==> config.mk <==
export PLATFORM = sky130hd
export DESIGN_NAME = tcw_fifo
export DESIGN_NICKNAME = d
export VERILOG_FILES = /design/src/rtl/tcw_pkg.sv /design/src/rtl/tcw_fifo.sv
export SDC_FILE = /design/constraint.sdc
export NUM_CORES = 1
export LEC_CHECK = 0
export BUFFER_PORTS_ARGS = -buffer_cell sky130_fd_sc_hd__buf_2
export CAP_MARGIN = 20
export CORE_ASPECT_RATIO = 0.9
export CORE_MARGIN = 4
export CORE_UTILIZATION = 45
export CTS_CLUSTER_DIAMETER = 50
export DETAILED_ROUTE_END_ITERATION = 8
export GPL_TIMING_DRIVEN = 1
export PLACE_DENSITY = 0.67
export SLEW_MARGIN = 20
export SYNTH_ARGS = -nofsm -noshare
export SYNTH_HDL_FRONTEND = slang
export SYNTH_SLANG_ARGS = --single-unit
export TNS_END_PERCENT = 1
==> constraint.sdc <==
create_clock -name clk_i -period 5.1 [get_ports clk_i]
set_input_delay 1.53 -clock clk_i [delete_from_list [all_inputs] [get_ports clk_i]]
set_output_delay 1.53 -clock clk_i [all_outputs]
set_load 0.02 [all_outputs]
==> src/rtl/tcw_pkg.sv <==
// Package for the text console character writer.
// Holds field widths, default geometry, function codes, the command struct
// and the back-end state type. Depends on nothing.
package tcw_pkg;

  // Widths of the channel fields.
  localparam int FUNC_W = 2;
  localparam int CHAR_W = 8;
  localparam int ATTR_W = 8;
  localparam int COL_W  = 7;
  localparam int ROW_W  = 5;
  localparam int CELL_W = CHAR_W + ATTR_W;

  // Default screen geometry.
  localparam int COLS_DEF = 80;
  localparam int ROWS_DEF = 25;

  // Entries of the command queue between front and back.
  localparam int FIFO_DEPTH = 2;

  // Character code that moves the cursor to the next row.
  localparam logic [CHAR_W-1:0] NEWLINE_CODE = 8'd10;

  // Function codes on the input channel.
  localparam logic [FUNC_W-1:0] FUNC_PUT   = 2'd0;
  localparam logic [FUNC_W-1:0] FUNC_CLEAR = 2'd1;
  localparam logic [FUNC_W-1:0] FUNC_SET   = 2'd2;
  localparam logic [FUNC_W-1:0] FUNC_READ  = 2'd3;

  // Operation class assigned by the front end.
  typedef enum logic [2:0] {
    OP_PUT,
    OP_NEWLINE,
    OP_CLEAR,
    OP_SET,
    OP_READ
  } op_e;

  // Classified command handed from front to back.
  typedef struct packed {
    op_e               op;
    logic              in_range;
    logic [CHAR_W-1:0] char_code;
    logic [ATTR_W-1:0] attribute;
    logic [COL_W-1:0]  col;
    logic [ROW_W-1:0]  row;
  } cmd_t;

  // Back-end sequencer states.
  typedef enum logic [3:0] {
    BK_INIT,
    BK_IDLE,
    BK_READ,
    BK_WRAP,
    BK_SCR_RD,
    BK_SCR_WR,
    BK_ZERO,
    BK_CLEAR,
    BK_PUT,
    BK_DONE
  } bk_state_e;

endpackage

==> src/rtl/tcw_fifo.sv <==
// Short command queue between the front end and the back end.
// Depends on tcw_pkg.
module tcw_fifo import tcw_pkg::*; #(
  parameter int Depth = FIFO_DEPTH
) (
  input  logic clk_i,
  input  logic rst_ni,
  input  logic push_i,
  input  cmd_t data_i,
  input  logic pop_i,
  output cmd_t data_o,
  output logic empty_o,
  output logic full_o
);

  localparam int PW = $clog2(Depth);
  localparam int NW = $clog2(Depth + 1);

  cmd_t            mem_q [Depth];
  logic [PW-1:0]   wr_ptr_q, wr_ptr_d;
  logic [PW-1:0]   rd_ptr_q, rd_ptr_d;
  logic [NW-1:0]   count_q, count_d;

  assign empty_o = (count_q == '0);
  assign full_o  = (count_q == NW'(Depth));
  assign data_o  = mem_q[rd_ptr_q];

  // Pointer and fill count updates.
  always_comb begin
    wr_ptr_d = wr_ptr_q;
    rd_ptr_d = rd_ptr_q;
    count_d  = count_q;
    if (push_i) begin
      wr_ptr_d = (wr_ptr_q == PW'(Depth - 1)) ? '0 : wr_ptr_q + 1'b1;
    end
    if (pop_i) begin
      rd_ptr_d = (rd_ptr_q == PW'(Depth - 1)) ? '0 : rd_ptr_q + 1'b1;
    end
    if (push_i && !pop_i) begin
      count_d = count_q + 1'b1;
    end else if (pop_i && !push_i) begin
      count_d = count_q - 1'b1;
    end
  end

  always_ff @(posedge clk_i or negedge rst_ni) begin
    if (!rst_ni) begin
      wr_ptr_q <= '0;
      rd_ptr_q <= '0;
      count_q  <= '0;
    end else begin
      wr_ptr_q <= wr_ptr_d;
      rd_ptr_q <= rd_ptr_d;
      count_q  <= count_d;
    end
  end

  // Queue storage.
  always_ff @(posedge clk_i) begin
    if (push_i) begin
      mem_q[wr_ptr_q] <= data_i;
    end
  end

endmodule

==> results.toml, run 1 <==
[outcome]
status = "complete, no violations"

[worst_setup_path]
crit_type = "reg2out"
critical_path_fanout_max = 33
cp.arrival_ns = 1.98
slowest_delay_ns = 1.03
cp_cell_sequence = "mux2_2 -> buf_2"
slowest_stage = "dfrtp_2"
timing.critical_path.required_ns = 3.57
cp-start-kind = "flip-flop"
cp-end-kind = "primary output"

[power_and_ir_drop]
switching_share_pct = 31.2
seqPwrFrac_pct = 46.9
p_sw_mw = 0.566
p_int_mw = 1.25
power_leakage_nw = 1.32
power.share.combinational_pct = 31.8
irDropWorstVdd_mv = 0.361
power_density_nw_per_um2 = 566
clockPowerShare_pct = 21.3
totalPowerFinal_mw = 1.81

[clock_tree]
post-cts-setup-buffers = 0
clock_latency_ns = 0.33
cts_tree = "built"
cts_max_level = 3
cts.path.max_buffers = 2
post_cts_resize_count = 0
tritoncts_num_sinks = 68
cts.clk_slew.worst_paths_ns = 0.07
cts_hold_buf = 0
numCtsBuffers = 9
clock-root-buffer = "clkbuf_8"

[route]
avgRoutedWirePerCell_um = 15.4
postRouteAntennaNets = 0
number_of_vias_per_cell = 4.72
drtPass1Iterations = 3
drt_drc_violations_left = 0
drtIter0Drc = 66
drt_wl_total_mm = 4.13
dr_total_vias = 1266

[finish]
ant_diodes = 0
final_layout_size_suffix_gt1_share_pct = 59.1
fin_util_pct = 56.4
synthToLayoutAreaGrowth_pct = 21.1
design.final.nets = 230
n_fill_cell = 447

[placed_design]
buffer_ports.inserted = 69
dp_hpwl_mm = 2.81
minimum_setup_slack_after_placement_ns = 1.93
gp_congestion = 0.688

[timing]
totalNegativeSetupSlack_ns = 0
finalMaxSlewViolations = 0
max_freq_ghz = 0.285
final.setup_skew_ns = 0.00674
finalHoldViolCount = 0
fin_crit_ns = 3.51
setup_ws_ns = 1.59
slew_headroom_pct = 31.3
finalSetupViolations = 0
final_min_period_over_clock_period_pct = 68.9
worstMarginPinSlew_ns = 1.03
setup_repair_after_global_routing_missed_its_margin = "no"

[synth]
synthesis.nets = 153
ys_ff_latch = 68
synthesis.area_per_instance_um2 = 22.8
post_synth_main_area_contributors = "edfxtp_1, mux2_4, dfrtp_1, buf_12, xor2_1"
sequential_area_share_after_synthesis_pct = 76.3
post_synth_inst_count = 116
synthDistinctLibCells = 13
synth.largest_area_cell = "edfxtp_1"
netlist_area_um2 = 2650
synth_top_area_share_pct = 72.6
yosysWarnings = 0

[die]
initial_core_util_pct = 46.5
fp.coreArea_um2 = 5690
die_height_um = 80.8
ioPinCount = 70
rows = 26
area_of_the_die_um2 = 7180
die_outline_width_um = 88.9

[grt]
grt_pass1_wl_mm = 6.42
grt-ovfl-total = 0
via_count_of_the_first_global_routing_pass = 1364
antenna_violations_before_repair = 0
grt_max_degree = 34
grt_usage_pct = 12.6

[worst_hold_path]
hold_removal_path_class = "reg2reg"

[run]
drv.max_cap_violation_count = 0
[power groups by stage]
stage,logic (mW),clock network [mW],registers (mW)
4_1_cts,0.586,0.399,0.855
5_1_grt,0.614,0.426,0.870
3_5_place_dp,0.583,0,0.868
6_report,0.577,0.386,0.851
2_1_floorplan,0.534,0,0.786
3_3_place_gp,0.576,0,0.856
[routing by layer]
metal  part of all wire (%)  vias up  GRT usage, %  wire length [um]
met2                     51       46          21.4              2090
met4                    1.2        0          4.08                49
met3                    9.1        7          6.69               376
met1                     39      612          13.5              1610
li1                       -      601             -                 -
met5                      0        -             0                 0
[layout make-up]
| class | count | area (um2) | share of cell area, % |
|---|---|---|---|
| clock inverter | 1 | 5.00 | 0.156 |
| inverter | 1 | 3.75 | 0.117 |
| timing repair buffer | 70 | 353 | 11.0 |
| clock buffer | 15 | 176 | 5.50 |
| multi-input combinational | 43 | 559 | 17.4 |
| tap | 70 | 87.6 | 2.73 |
| sequential | 68 | 2020 | 63.1 |
[worst max-delay path, delay by kind of cell, from the launching register on]
| kind | cells | cell delay, ns |
|---|---|---|
| flip-flops | 1 | 1.03 |
| multiplexers | 1 | 0.42 |
| buffers and inverters | 1 | 0.16 |
[synth_stat cells]
master / count
buf_12: 3
nor2b_1: 2
ha_1: 1
buf_6: 1
inv_1: 1
mux2_2: 3
xor2_1: 4
nor2_1: 2
xnor2_1: 1
mux2_4: 29
edfxtp_1: 64
and2_1: 1
dfrtp_1: 4
[flip-flops by register name, summed over array words and instances (netlist names)]
name,flops
wr_ptr_q,1
count_q,2
mem_q,64
rd_ptr_q,1
[final timing paths]
path	from	slack, ns	depth (start not counted)	endpoint
hold / removal	count_q[1]	0.51	1	count_q[1]
hold reg to reg	count_q[1]	0.51	1	count_q[1]
setup / recovery	rd_ptr_q	1.59	2	data_o[11]
setup reg to reg	wr_ptr_q	3.54	1	mem_q[0][26]
min in group asynchronous	rst_ni	0.99	1	wr_ptr_q
max in group asynchronous	rst_ni	3.98	1	rd_ptr_q
[logic make-up after synthesis]
logic type / count (synthesis) / synth area share [%]
buf+inv: 5 / 2.83
xor+xnor: 5 / 1.65
flops: 68 / 76.3
mux: 32 / 17.7
fa+ha+maj: 1 / 0.472
simple gates: 5 / 0.992
[through the flow]
| step | instance area, um2 | hold slack (ns) | cells |
|---|---|---|---|
| floorplan | 2650 | 0.455 | 116 |
| global placement | 3030 | 0.472 | 252 |
| detailed placement | 3030 | 0.504 | 252 |
| CTS | 3210 | 0.512 | 268 |
| global route | 3210 | 0.534 | 268 |
| finish | 3210 | 0.509 | 268 |
[cell usage in the layout, fill, tap and decap left out]
cell type	n
dfrtp_2	1
clkbuf_8	12
nor2_1	2
xor2_1	4
inv_1	1
ha_1	1
mux2_4	29
buf_2	69
nor2b_4	1
nor2b_1	1
clkbuf_1	3
and2_1	1
xnor2_1	1
buf_4	1
clkinv_2	1
edfxtp_1	64
mux2_2	3
dfrtp_1	3
(Power assumes the default switching activity.)
==> run 2: changes to the inputs <==
- ABC_AREA: unset -> 1
- clock period: 5.1 -> 3.5 ns (I/O delays scaled with it)
==> run 2 against run 1 <==
Effect of this change: synthesized cell count up 7.8%; global-route usage up 0.89 points; wire length up 10%; power up 49%; critical path depth up 1; flip-flop and latch count unchanged; clock-buffer cell count down 6; largest cell class unchanged.
==> results.toml, run 2 <==
[route]
dr_total_vias = 1322
number_of_vias_per_cell = 4.77
drtIter0Drc = 37
drtPass1Iterations = 4
drt_wl_total_mm = 4.54
drt_drc_violations_left = 0
avgRoutedWirePerCell_um = 16.4
postRouteAntennaNets = 0

[finish]
final_cell_mix = "buf_2, edfxtp_1, mux2_4"
design.final.nets = 240
synthToLayoutAreaGrowth_pct = 21.7
largest_register_ff_count = 64
ant_diodes = 0
largest_registers = "mem_q x64, count_q x2"
final_layout_size_suffix_gt1_share_pct = 57.5
final_common_cell = "buf_2"
registers.top_by_ff_count = "mem_q"
final-instance-count-excl-fill = 277

[synth]
netlist_top_cells_count = "edfxtp_1, mux2_4, inv_1"
ys_ff_latch = 68
synth.mux.area_fraction_pct = 17.6
synth.largest_area_cell = "edfxtp_1"
largest_family_of_logic_cells_by_synthesized_area = "multiplexers"
synth_xor_area_share_pct = 0.985
async_reset_ff_share_pct = 5.88
synthesis.nets = 162
synthSimpleGateAreaFrac_pct = 1.55
synth_compound_gate_area_share_pct = 0
post_synth_main_area_contributors = "edfxtp_1, mux2_4, dfrtp_1, buf_12, mux2_2"
post_synth_inst_count = 125
synthesis.area_per_instance_um2 = 21.4
post_synth_edffs = 64
sequential_area_share_after_synthesis_pct = 75.8
synth_top_flop_cell = "edfxtp_1"
synthMostInstantiatedCell = "edfxtp_1"
yosysWarnings = 0
synth_top_area_share_pct = 72.0
synthAdderAreaFrac_pct = 0.469
netlist_area_um2 = 2670
synthDistinctLibCells = 14

[clock_tree]
clock-root-buffer = "clkbuf_8"
post_cts_resize_count = 0
cts.path.max_buffers = 2
post-cts-setup-buffers = 0
cts_tree = "built"
cts_max_level = 3
cts_hold_buf = 0
numCtsBuffers = 9
clock_latency_ns = 0.32
tritoncts_num_sinks = 68
cts.clk_slew.worst_paths_ns = 0.07

[power_and_ir_drop]
irDropWorstVdd_mv = 0.574
totalPowerFinal_mw = 2.70
power_density_nw_per_um2 = 831
power_leakage_nw = 1.35

[timing]
fin_crit_ns = 2.77
final_min_period_over_clock_period_pct = 79.0
slew_headroom_pct = 38.7
totalNegativeSetupSlack_ns = 0
finalSetupViolations = 0
setup_repair_after_global_routing_missed_its_margin = "no"
finalHoldViolCount = 0
worstMarginPinSlew_ns = 0.918
final.setup_skew_ns = 0.00776
final.hold.worst_slack_ns = 0.518
max_freq_ghz = 0.361
finalMaxSlewViolations = 0

[worst_setup_path]
crit_type = "reg2out"
cp_cell_sequence = "buf_12 -> mux2_4 -> buf_2"
critical_path_fanout_max = 20
cp-end-kind = "primary output"
cp-start-kind = "flip-flop"
slowest_delay_ns = 0.64
timing.critical_path.required_ns = 2.45
slowest_stage = "dfrtp_2"
cp.arrival_ns = 1.72

[die]
area_of_the_die_um2 = 7230
fp.coreArea_um2 = 5730
die_outline_width_um = 89.2
rows = 26
initial_core_util_pct = 46.6
die_height_um = 81.1
ioPinCount = 70

[worst_hold_path]
hold_removal_path_class = "in2async"

[grt]
antenna_violations_before_repair = 0
grt-ovfl-total = 0
grt_pass1_wl_mm = 6.94
grt_usage_pct = 13.5
grt_max_degree = 33
via_count_of_the_first_global_routing_pass = 1451

[outcome]
status = "complete, no violations"

[placed_design]
gp_congestion = 0.661
placedCellCount = 262
dp_hpwl_mm = 3.21
buffer_ports.inserted = 69

[run]
drv.max_cap_violation_count = 0
[run 2: logic make-up after synthesis]
| group | after synthesis |
|---|---|
| buffers and inverters | 11 |
| and+or+nand+nor | 10 |
| adders and majority gates | 1 |
| xor gates and xnor gates | 3 |
| muxes | 32 |
| DFF | 68 |
[run 2: area by class of cell]
| class | count | area, um2 |
|---|---|---|
| fillers | 468 | 2480 |
| flip-flops and latches | 68 | 2020 |
| multi-input cells | 46 | 557 |
| repair buffers | 71 | 373 |
| clock buffers | 9 | 124 |
| well taps | 70 | 87.6 |
| clock inverters | 6 | 56.3 |
| inverters | 7 | 26.3 |
[run 2: per-layer routing]
layer | GRT usage, % | vias to the layer above | wire length (um) | share of wire [%]
met1 | 14.9 | 640 | 1740 | 38
met5 | 0 | - | 0 | 0
met3 | 4.26 | 9 | 355 | 7.8
met2 | 23.3 | 45 | 2370 | 52
met4 | 6.70 | 0 | 80 | 1.8
li1 | - | 628 | - | -
[run 2: power by group]
part	internal, mW	switching, mW	total, mW	leakage [nW]
Combinational	0.426	0.494	0.920	0.616
Sequential	1.09	0.0984	1.18	0.647
Clock	0.319	0.274	0.593	0.0923
Total	1.83	0.866	2.70	1.35
[run 2: critical path, delay by kind of cell, from the launching register on]
family,cells,cell delay [ns]
buf+inv,2,0.42
mux,1,0.32
flops,1,0.64
[run 2: through the flow]
stage | area [um2] | util, % | setup slack, ns
CTS | 3250 | 56.7 | 0.706
global route | 3250 | 56.7 | 0.646
finish | 3250 | 56.7 | 0.733
floorplan | 2670 | - | 0.639
detailed placement | 3070 | 53.6 | 1.07
global placement | 3070 | 53.6 | 1.10
[run 2: path summary, 6_finish.rpt]
path	from	to	slack, ns	cells past startpoint
max	rd_ptr_q	data_o[8]	0.73	3
min	rst_ni	count_q[0]	0.52	1
max reg2reg	wr_ptr_q	mem_q[1][5]	1.86	3
min reg2reg	count_q[1]	count_q[1]	0.54	2
max in group asynchronous	rst_ni	rd_ptr_q	2.85	1
min in group clk_i	count_q[1]	count_q[1]	0.54	2
